<file path="src/rtl/tiac_pkg.sv">
// ----------------------------------------------------------------------------
// Telnet IAC filter package
// Shared types and protocol constants for the Telnet receive filter.
// ----------------------------------------------------------------------------
package tiac_pkg;

	localparam int unsigned OPT_COUNT  = 256;
	localparam int unsigned OPT_AW     = 8;
	localparam int unsigned CFG_IDX_W  = 2;

	// Telnet command codes
	localparam logic [7:0] TN_IAC  = 8'hFF;
	localparam logic [7:0] TN_DONT = 8'hFE;
	localparam logic [7:0] TN_DO   = 8'hFD;
	localparam logic [7:0] TN_WONT = 8'hFC;
	localparam logic [7:0] TN_WILL = 8'hFB;
	localparam logic [7:0] TN_SB   = 8'hFA;
	localparam logic [7:0] TN_SE   = 8'hF0;
	localparam logic [7:0] CH_CR   = 8'h0D;
	localparam logic [7:0] CH_NUL  = 8'h00;

	// Configuration register indexes
	localparam logic [CFG_IDX_W-1:0] CFG_OPT_FIRST  = 2'd0;
	localparam logic [CFG_IDX_W-1:0] CFG_OPT_SECOND = 2'd1;

	// Output channel codes
	localparam logic CHAN_DATA  = 1'b0;
	localparam logic CHAN_REPLY = 1'b1;

	typedef struct packed {
		logic [7:0] rx_byte;
		logic       session_restart;
	} in_item_t;

	typedef struct packed {
		logic       channel;
		logic [7:0] value;
		logic       last;
	} out_item_t;

endpackage

</file>
<file path="src/rtl/telnet_iac_input_filter.sv">
// An accepted byte passes stage 1 and then the output register before its result shows.
// Throughput: one byte per cycle while the input is not stalled; a negotiation reply
// occupies the output for its three bytes, and the input stalls once stage 1 is also full.
// Reset: parser returns to the data phase, then a clearing pass over all 256 entries
// of the answered-option memory runs with the input stalled. A session restart
// starts the same pass. Configuration returns to options 1 and 3.
// ----------------------------------------------------------------------------
// Telnet IAC input filter
// Strips Telnet command sequences from a received byte stream and produces
// option-negotiation replies, each option being answered at most once.
// ----------------------------------------------------------------------------
module telnet_iac_input_filter
	import tiac_pkg::*;
(
	input  logic                 clk,
	input  logic                 arst_n,
	input  logic                 in_valid,
	output logic                 in_stall,
	input  in_item_t             in_data,
	output logic                 out_valid,
	input  logic                 out_stall,
	output out_item_t            out_data,
	input  logic                 cfg_valid,
	output logic                 cfg_ready,
	input  logic [CFG_IDX_W-1:0] cfg_index,
	input  logic [7:0]           cfg_data
);

	localparam logic [2:0] PH_DATA   = 3'd0;
	localparam logic [2:0] PH_IAC    = 3'd1;
	localparam logic [2:0] PH_OPT    = 3'd2;
	localparam logic [2:0] PH_SB     = 3'd3;
	localparam logic [2:0] PH_SB_IAC = 3'd4;
	localparam logic [2:0] PH_CR     = 3'd5;

	localparam logic [1:0] IDX_IAC  = 2'd0;
	localparam logic [1:0] IDX_VERB = 2'd1;
	localparam logic [1:0] IDX_OPT  = 2'd2;

	// Configuration
	logic [7:0] opt_first_q;
	logic [7:0] opt_second_q;

	// Parser state
	logic [2:0] phase_q;
	logic [7:0] verb_q;

	// Clearing pass
	logic              clr_active_q;
	logic [OPT_AW-1:0] clr_addr_q;

	// Stage 1: classified item waiting for the memory lookup
	logic       valid_s1;
	logic       reply_s1;
	logic [7:0] byte_s1;
	logic [7:0] opt_s1;

	// Output register
	logic       out_valid_q;
	logic       out_reply_q;
	logic [1:0] out_idx_q;
	logic [7:0] out_byte_q;
	logic [7:0] out_opt_q;

	logic       accept;
	logic       out_take;
	logic       out_last;
	logic       out_free;
	logic       adv_s1;
	logic       emit_s1;
	logic       answered;

	logic [2:0] phase_d;
	logic [7:0] verb_d;
	logic       produce;
	logic       reply_d;
	logic [7:0] byte_d;

	logic              ram_we;
	logic [OPT_AW-1:0] ram_waddr;
	logic              ram_wdata;

	assign cfg_ready = 1'b1;

	assign out_take = out_valid_q && !out_stall;
	assign out_last = !out_reply_q || (out_idx_q == IDX_OPT);
	assign out_free = !out_valid_q || (out_take && out_last);
	assign adv_s1   = valid_s1 && out_free;
	assign emit_s1  = !reply_s1 || !answered;
	assign in_stall = clr_active_q || (valid_s1 && !out_free);
	assign accept   = in_valid && !in_stall;

	// An option byte is at least three transactions behind the previous one,
	// so the write-back of stage 1 always lands before the next lookup.
	assign ram_we    = clr_active_q || (adv_s1 && reply_s1 && !answered);
	assign ram_waddr = clr_active_q ? clr_addr_q : opt_s1;
	assign ram_wdata = !clr_active_q;

	tiac_ram #(
		.WIDTH (1),
		.DEPTH (OPT_COUNT)
	) u_answered_ram (
		.clk   (clk),
		.we    (ram_we),
		.waddr (ram_waddr),
		.wdata (ram_wdata),
		.re    (accept),
		.raddr (in_data.rx_byte),
		.rdata (answered)
	);

	// Parser next state and classification of the accepted byte
	always_comb begin
		phase_d = phase_q;
		verb_d  = verb_q;
		produce = 1'b0;
		reply_d = 1'b0;
		byte_d  = in_data.rx_byte;
		case (phase_q)
			PH_DATA: begin
				if (in_data.rx_byte == TN_IAC) begin
					phase_d = PH_IAC;
				end else begin
					produce = 1'b1;
					if (in_data.rx_byte == CH_CR) begin
						phase_d = PH_CR;
					end
				end
			end
			PH_CR: begin
				if (in_data.rx_byte == CH_NUL) begin
					phase_d = PH_DATA;
				end else if (in_data.rx_byte == TN_IAC) begin
					phase_d = PH_IAC;
				end else begin
					produce = 1'b1;
					if (in_data.rx_byte != CH_CR) begin
						phase_d = PH_DATA;
					end
				end
			end
			PH_IAC: begin
				if (in_data.rx_byte == TN_IAC) begin
					produce = 1'b1;
					phase_d = PH_DATA;
				end else if (in_data.rx_byte == TN_WILL || in_data.rx_byte == TN_WONT ||
						in_data.rx_byte == TN_DO || in_data.rx_byte == TN_DONT) begin
					verb_d  = in_data.rx_byte;
					phase_d = PH_OPT;
				end else if (in_data.rx_byte == TN_SB) begin
					phase_d = PH_SB;
				end else begin
					phase_d = PH_DATA;
				end
			end
			PH_OPT: begin
				if (verb_q == TN_WILL) begin
					produce = 1'b1;
					reply_d = 1'b1;
					byte_d  = (in_data.rx_byte == opt_first_q ||
						in_data.rx_byte == opt_second_q) ? TN_DO : TN_DONT;
				end else if (verb_q == TN_DO) begin
					produce = 1'b1;
					reply_d = 1'b1;
					byte_d  = TN_WONT;
				end
				phase_d = PH_DATA;
			end
			PH_SB: begin
				if (in_data.rx_byte == TN_IAC) begin
					phase_d = PH_SB_IAC;
				end
			end
			PH_SB_IAC: begin
				phase_d = (in_data.rx_byte == TN_SE) ? PH_DATA : PH_SB;
			end
			default: begin
				phase_d = PH_DATA;
			end
		endcase
	end

	always_ff @(posedge clk or negedge arst_n) begin
		if (!arst_n) begin
			opt_first_q  <= 8'd1;
			opt_second_q <= 8'd3;
		end else if (cfg_valid && cfg_ready) begin
			case (cfg_index)
				CFG_OPT_FIRST:  opt_first_q  <= cfg_data;
				CFG_OPT_SECOND: opt_second_q <= cfg_data;
				default:        ;
			endcase
		end
	end

	always_ff @(posedge clk or negedge arst_n) begin
		if (!arst_n) begin
			phase_q      <= PH_DATA;
			verb_q       <= 8'd0;
			clr_active_q <= 1'b1;
			clr_addr_q   <= '0;
		end else begin
			if (clr_active_q) begin
				clr_addr_q <= clr_addr_q + 1'b1;
				if (clr_addr_q == OPT_AW'(OPT_COUNT - 1)) begin
					clr_active_q <= 1'b0;
				end
			end
			if (accept) begin
				if (in_data.session_restart) begin
					phase_q      <= PH_DATA;
					verb_q       <= 8'd0;
					clr_active_q <= 1'b1;
					clr_addr_q   <= '0;
				end else begin
					phase_q <= phase_d;
					verb_q  <= verb_d;
				end
			end
		end
	end

	always_ff @(posedge clk or negedge arst_n) begin
		if (!arst_n) begin
			valid_s1 <= 1'b0;
		end else if (accept && !in_data.session_restart && produce) begin
			valid_s1 <= 1'b1;
		end else if (adv_s1) begin
			valid_s1 <= 1'b0;
		end
	end

	always_ff @(posedge clk) begin
		if (accept) begin
			reply_s1 <= reply_d;
			byte_s1  <= byte_d;
			opt_s1   <= in_data.rx_byte;
		end
	end

	always_ff @(posedge clk or negedge arst_n) begin
		if (!arst_n) begin
			out_valid_q <= 1'b0;
			out_idx_q   <= IDX_IAC;
		end else if (adv_s1 && emit_s1) begin
			out_valid_q <= 1'b1;
			out_idx_q   <= IDX_IAC;
		end else if (out_take && out_last) begin
			out_valid_q <= 1'b0;
		end else if (out_take) begin
			out_idx_q <= out_idx_q + 2'd1;
		end
	end

	always_ff @(posedge clk) begin
		if (adv_s1 && emit_s1) begin
			out_reply_q <= reply_s1;
			out_byte_q  <= byte_s1;
			out_opt_q   <= opt_s1;
		end
	end

	assign out_valid = out_valid_q;

	always_comb begin
		out_data.channel = out_reply_q ? CHAN_REPLY : CHAN_DATA;
		out_data.last    = out_last;
		if (!out_reply_q) begin
			out_data.value = out_byte_q;
		end else begin
			case (out_idx_q)
				IDX_IAC:  out_data.value = TN_IAC;
				IDX_VERB: out_data.value = out_byte_q;
				IDX_OPT:  out_data.value = out_opt_q;
				default:  out_data.value = out_opt_q;
			endcase
		end
	end

endmodule

</file>
<file path="src/rtl/tiac_ram.sv">
// ----------------------------------------------------------------------------
// Generic RAM
// Single write port, single read port with registered read data.
// ----------------------------------------------------------------------------
module tiac_ram #(
	parameter int unsigned WIDTH = 1,
	parameter int unsigned DEPTH = 256
) (
	input  logic                     clk,
	input  logic                     we,
	input  logic [$clog2(DEPTH)-1:0] waddr,
	input  logic [WIDTH-1:0]         wdata,
	input  logic                     re,
	input  logic [$clog2(DEPTH)-1:0] raddr,
	output logic [WIDTH-1:0]         rdata
);

	logic [WIDTH-1:0] mem [DEPTH];

	always_ff @(posedge clk) begin
		if (we) begin
			mem[waddr] <= wdata;
		end
		if (re) begin
			rdata <= mem[raddr];
		end
	end

endmodule

</file>
<file path="config.mk">
export PLATFORM = sky130hd
export DESIGN_NAME = telnet_iac_input_filter
export DESIGN_NICKNAME = d
export VERILOG_FILES = /design/src/rtl/tiac_pkg.sv /design/src/rtl/telnet_iac_input_filter.sv /design/src/rtl/tiac_ram.sv
export SDC_FILE = /design/constraint.sdc
export NUM_CORES = 1
export LEC_CHECK = 0
export ABC_AREA = 0
export BUFFER_PORTS_ARGS = -buffer_cell sky130_fd_sc_hd__buf_2
export CAP_MARGIN = 20
export CORE_UTILIZATION = 40
export CTS_CLUSTER_SIZE = 20
export DETAILED_ROUTE_END_ITERATION = 12
export HOLD_SLACK_MARGIN = 0.15
export PLACE_DENSITY = 0.64
export SYNTH_ARGS = -nofsm -noshare
export SYNTH_HDL_FRONTEND = slang
export SYNTH_HIERARCHICAL = 1
export SYNTH_SLANG_ARGS = --single-unit
</file>
<file path="constraint.sdc">
create_clock -name clk -period 5.4 [get_ports clk]
set_input_delay 0.54 -clock clk [delete_from_list [all_inputs] [get_ports clk]]
set_output_delay 0.54 -clock clk [all_outputs]
set_load 0.02 [all_outputs]
</file>
==> flow_summary.json, run 1 <==
{
  "die_h_um": 194,
  "tritoncts": "built",
  "antenna_found_initial": 1,
  "drtAntennaViolNets": 0,
  "fin_setup_tns_ns": 0,
  "critPathCapture": "u_answered_ram/mem[227]",
  "dr.pass1.iters": 7,
  "max_cap_violations": 0,
  "cts_resized": 0,
  "pin_count": 37,
  "grt_max_degree": 162,
  "synthCells": 1105,
  "critical_path_class": "reg2reg",
  "total_power_uw": 7050,
  "reg2reg_depth": 5,
  "nets": 1140,
  "placed_cell_area_um2": 15300,
  "cts_buffer_depth": 3,
  "grt_pass1_vias": 8756,
  "cp_top_family": "simple AND/OR/NAND/NOR gates",
  "drc_errors": 0,
  "synth_top_area_frac": 0.590,
  "rrSetupSlack_ns": 2.01,
  "worst_slack_ns": 2.01,
  "cp_max_fo": 161,
  "syn2layout_area_growth_pct": 11.1,
  "status": "complete, no violations",
  "rsz0062_at_grt": "no",
  "crit_path_cell_trace": "inv_6 -> o21ai_0 -> nor3b_1 -> nand3_1 -> nor2_1",
  "drive_gt1_frac": 0.160,
  "slowest_delay_ns": 0.78,
  "whs_ns": 0.172,
  "hold_path_class": "in2async",
  "skew_ns": 0.0250,
  "synth_edf_count": 291,
  "drv_slew": 0,
  "ir_worst_vdd_mv": 0.264,
  "avgViaCountPerCell": 5.62,
  "clk_transition_reported_paths_ns": 0.06,
  "syn_nets": 1133,
  "tightestPinTransition_ns": 1.06,
  "design_area_um2": 16500,
  "cellPowerDensity_nw_per_um2": 428,
  "yosys-top-cells-area": "edfxtp_1 59%, nor2_1 7.4%, mux4_2 6.4%, dfrtp_1 6.1%, mux2i_1 3.5%",
  "cp.depth": 5,
  "critPathArrivalTime_ns": 3.61,
  "synth.distinct_cells": 66,
  "finalWeightedCongestion": 0.825,
  "grt_pass1_wl_um": 51200,
  "startpoint": "clr_active_q",
  "synth.avg_cell_area_um2": 13.4,
  "fmax_mhz": 295,
  "fin_crit_ns": 3.39,
  "postCtsSetupBuffers": 0,
  "grt_remaining_overflow": 0,
  "cts_sinks": 331,
  "clk_latency_ns": 0.53,
  "cp_num_buf_inv": 1,
  "hold_violations": 0,
  "row_count": 70,
  "cts_max_level": 2,
  "fin_crit_sh": 0.628,
  "startpoint_type": "flop",
  "maxSlewHeadroom": 0.290,
  "initial_core_util": 0.406,
  "ys_ff_latch": 331,
  "core_area_um2": 36500,
  "setup_viol": 0,
  "numCtsBuffers": 36,
  "cp.required_ns": 5.61,
  "n_antenna_cell": 0,
  "clock-root-buffer": "clkbuf_16",
  "place.port_buffers": 35,
  "yosysTopAreaCell": "edfxtp_1",
  "yosysSeqAreaShare": 0.658,
  "die-area_um2": 37800,
  "die_w_um": 194,
  "pre_cts_ws_ns": 2.03,
  "slowest_stage": "nand3_1",
  "final_cell_mix": "292 x nor2_1, 291 x edfxtp_1, 52 x mux2i_1, 49 x nand2_1, 42 x mux4_2",
  "r2r_end": "u_answered_ram/mem[227]",
  "layout_commonest_cell": "nor2_1",
  "r2r_start": "clr_active_q",
  "routed_wl_um": 33300,
  "detailed_place_hpwl_um": 19700,
  "cts_hold_buf": 0,
  "drt_iter0_drc": 867,
  "synth_area_um2": 14800,
  "worstSetupEndpointType": "flop",
  "p_leak_uw": 0.00548,
  "ys_warn_count": 6,
  "wl_per_cell_um": 20.7,
  "num_vias": 9029,
  "ys.flop_type": "edfxtp_1",
  "async_flop_share": 0.121,
  "track_usage": 0.177
}
worst register-to-register path: cells and delay by family, from the launching register on:
kind / cells / cell delay [ns]
AO/OA/AOI/OAI: 1 / 0.31
buffers and inverters: 1 / 0.38
flip-flops: 1 / 0.75
AND/OR/NAND/NOR: 3 / 1.66
cell type report:
type,instances,area [um^2]
Clock buffer,47,985
Clock inverter,17,193
Fill cell,3240,20100
Inverter,19,76.3
Multi-Input combinational cell,683,4640
Sequential cell,331,9740
Tap cell,468,586
Timing Repair Buffer,41,225
per-layer routing:
metal  wire length [um]  vias to the layer above  GRT usage
met1              14300                     4583      0.246
met3               2490                       52     0.0318
met5                 11                        -          0
met4                700                        2     0.0500
li1                   -                     4055          -
met2              15800                      337      0.286
synth_stat cells, types with 3 or more instances:
cell        n
buf_6       5
nor2b_1    11
nand3b_1    7
clkbuf_1   44
xnor2_1     6
o21ai_0    14
nor4_1     11
mux4_2     42
mux2_2     25
inv_1      19
a22o_1      6
or2_2       7
edfxtp_1  291
buf_2      13
nand4_1     4
nand3_1    14
a22oi_1     9
nand2b_1    8
nor2_1    292
mux2_1      3
dfrtp_1    36
o22a_1      8
nor3_1      9
nand2_1    49
a31oi_1     3
dfstp_2     4
a21oi_1    15
and3_1      4
mux2i_1    52
o22ai_1    23
ha_1        4
xor2_1     20
buf_4       8
power breakdown:
| part | internal [uW] | switching (uW) |
|---|---|---|
| logic | 350 | 1030 |
| clock network | 1480 | 968 |
| registers | 3100 | 120 |
state kept, by name, summed over array words and instances (netlist names):
signal / flops
out_valid: 1
u_answered_ram/rdata: 1
out_reply_q: 1
byte_s1: 8
opt_second_q: 8
reply_s1: 1
opt_s1: 8
verb_q: 8
clr_addr_q: 8
out_byte_q: 8
clr_active_q: 1
u_answered_ram/mem: 256
valid_s1: 1
opt_first_q: 8
out_opt_q: 8
phase_q: 3
out_idx_q: 2
metrics by stage:
| stage | std cells | util |
|---|---|---|
| after floorplan | 1105 | - |
| after global placement | 1542 | 0.418 |
| after detailed placement | 1542 | 0.418 |
| after CTS | 1606 | 0.450 |
| after global routing | 1606 | 0.450 |
| final | 1606 | 0.450 |
logic make-up (layout without fill, tap and decap cells):
kind of cell,Yosys count,in the layout,synth area share
other,1,1,0.000253
buffers and inverters,91,124,0.0287
DFF,331,331,0.658
adders and majority gates,4,4,0.00338
muxes,123,123,0.121
AOI/OAI and AO/OA,97,97,0.0457
and+or+nand+nor,432,432,0.127
xor gates and xnor gates,26,26,0.0154
worst min path at each step:
stage	startpoint	end	slack, ns	cells past startpoint
3_3_place_gp	byte_s1[2]	out_byte_q[2]	0.40	0
5_1_grt	arst_n	clr_addr_q[1]	0.25	1
2_1_floorplan	arst_n	clr_addr_q[0]	0.24	0
4_1_cts	arst_n	clr_addr_q[1]	0.21	1
6_report	arst_n	out_idx_q[1]	0.17	1
3_5_place_dp	byte_s1[0]	out_byte_q[0]	0.41	0
(Power assumes the default switching activity.)
==> run 2, diff against run 1 <==
PLACE_DENSITY = 0.62   (was 0.64)
clock period = 3.4 ns   (was 5.4 ns; I/O delays follow)
==> flow_summary.json, run 2 (same netlist as run 1, synthesis figures left out) <==
{
  "status": "complete, no violations",
  "fmax_mhz": 334,
  "finalWeightedCongestion": 0.814,
  "wl_per_cell_um": 20.7,
  "antenna_found_initial": 1,
  "grt_pass1_vias": 8958,
  "drive_gt1_frac": 0.282,
  "nFillCells": 3229,
  "hold_path_class": "in2reg",
  "cp_top_family": "simple AND/OR/NAND/NOR gates",
  "design_area_um2": 17100,
  "critPathArrivalTime_ns": 3.22,
  "routed_wl_um": 33900,
  "track_usage": 0.181,
  "rsz0062_at_grt": "no",
  "dr.pass1.iters": 7,
  "r2r_start": "out_reply_q",
  "cp.required_ns": 3.63,
  "slowest_stage": "edfxtp_1",
  "die-area_um2": 37800,
  "cp_max_fo": 16,
  "initial_core_util": 0.406,
  "tritoncts": "built",
  "maxSlewHeadroom": 0.246,
  "layout_commonest_cell": "edfxtp_1",
  "min-delay-start": "in_data[0]",
  "clk_transition_reported_paths_ns": 0.06,
  "detailed_place_hpwl_um": 20800,
  "cts_max_level": 2,
  "clock-root-buffer": "clkbuf_16",
  "drc_errors": 0,
  "final_cell_mix": "291 x edfxtp_1, 184 x nor2_1, 99 x nor2_2, 52 x mux2i_1, 42 x mux4_2",
  "nets": 1176,
  "row_count": 70,
  "clk_latency_ns": 0.53,
  "holdPathEnd": "valid_s1",
  "cts_sinks": 331,
  "hold_violations": 0,
  "die_h_um": 194,
  "cellPowerDensity_nw_per_um2": 667,
  "reg2reg_depth": 7,
  "ir_worst_vdd_mv": 0.392,
  "worstSetupEndpointType": "flop",
  "syn2layout_area_growth_pct": 15.6,
  "place.port_buffers": 35,
  "fin_crit_ns": 3.00,
  "core_area_um2": 36500,
  "r2r_end": "u_answered_ram/mem[220]",
  "tightestPinTransition_ns": 1.13,
  "avgViaCountPerCell": 5.46,
  "rrSetupSlack_ns": 0.40,
  "grt_pass1_wl_um": 52400,
  "slowest_delay_ns": 0.53,
  "p_leak_uw": 0.00566,
  "grt_remaining_overflow": 0,
  "pin_count": 37,
  "placed_cell_area_um2": 15900,
  "drtAntennaViolNets": 0,
  "fin_crit_sh": 0.881,
  "startpoint_type": "flop",
  "setup_viol": 0,
  "grt_max_degree": 258,
  "largest_reg_flops": 256,
  "critical_path_class": "reg2reg",
  "top_register": "u_answered_ram/mem",
  "skew_ns": 0.0292,
  "crit_path_cell_trace": "nor2b_1 -> o21ai_0 -> nand2_1 -> o21ai_0 -> and3_1 -> nand2_1 -> nor2_1",
  "drt_iter0_drc": 584,
  "n_antenna_cell": 0,
  "numCtsBuffers": 37,
  "total_power_uw": 11400,
  "hold_depth": 2,
  "die_w_um": 194,
  "drv_slew": 0,
  "max_cap_violations": 0,
  "cts_buffer_depth": 3,
  "num_vias": 8968,
  "cp_num_buf_inv": 0
}
==> run 2: final cells by class <==
cell class                 count  area, um^2  share of cell area
clock buffer                  47         995              0.0581
inverter                      19        75.1             0.00438
timing repair buffer          76         523              0.0305
sequential                   331        9740               0.569
clock inverter                19         143             0.00833
tap                          468         586              0.0342
multi-input combinational    683        5060               0.295
==> run 2: worst max-delay path by stage <==
stage | start | to | slack, ns | depth (start not counted)
floorplan | clr_active_q | u_answered_ram/mem[179] | -0.71 | 7
global placement | out_reply_q | u_answered_ram/mem[252] | 0.49 | 7
detailed placement | out_reply_q | u_answered_ram/mem[204] | 0.42 | 7
CTS | out_reply_q | u_answered_ram/mem[252] | 0.40 | 7
global route | out_reply_q | u_answered_ram/mem[236] | 0.12 | 7
finish | out_reply_q | u_answered_ram/mem[220] | 0.40 | 7
==> run 2: stage by stage <==
stage | setup WS [ns] | hold WS, ns | util | TNS, ns | instances
finish | 0.404 | 0.192 | 0.469 | 0 | 1643
detailed placement | 0.425 | 0.406 | 0.435 | 0 | 1568
global placement | 0.494 | 0.404 | 0.435 | 0 | 1568
CTS | 0.405 | 0.159 | 0.469 | 0 | 1643
floorplan | -0.708 | 0.0444 | - | -155.42 | 1105
global route | 0.124 | 0.187 | 0.469 | 0 | 1643
==> run 2: timing repair <==
action                                 in CTS  in global routing
endpoints found under the hold margin      52                  0
setup buffers                               0                  0
hold buffers                                9                  0
gates resized for setup                     0                  0
==> run 2: worst register-to-register path: stages (launching register included) <==
cell	delay [ns]
edfxtp_1	0.53
nor2b_1	0.22
o21ai_0	0.23
nand2_1	0.12
o21ai_0	0.45
and3_1	0.36
nand2_1	0.50
nor2_1	0.30
==> run 2: layer usage <==
metal / up-vias / track usage / part of all wire
li1: 4135 / - / -
met1: 4571 / 0.241 / 0.44
met2: 211 / 0.303 / 0.49
met3: 51 / 0.0331 / 0.049
met4: 0 / 0.0517 / 0.020
met5: - / 0 / 0
==> run 2: report_power, final <==
part	switching, uW	internal [uW]	leakage (uW)	total (uW)
logic	1860	658	0.00193	2520
clock network	1570	2220	0.000557	3780
registers	191	4930	0.00317	5120
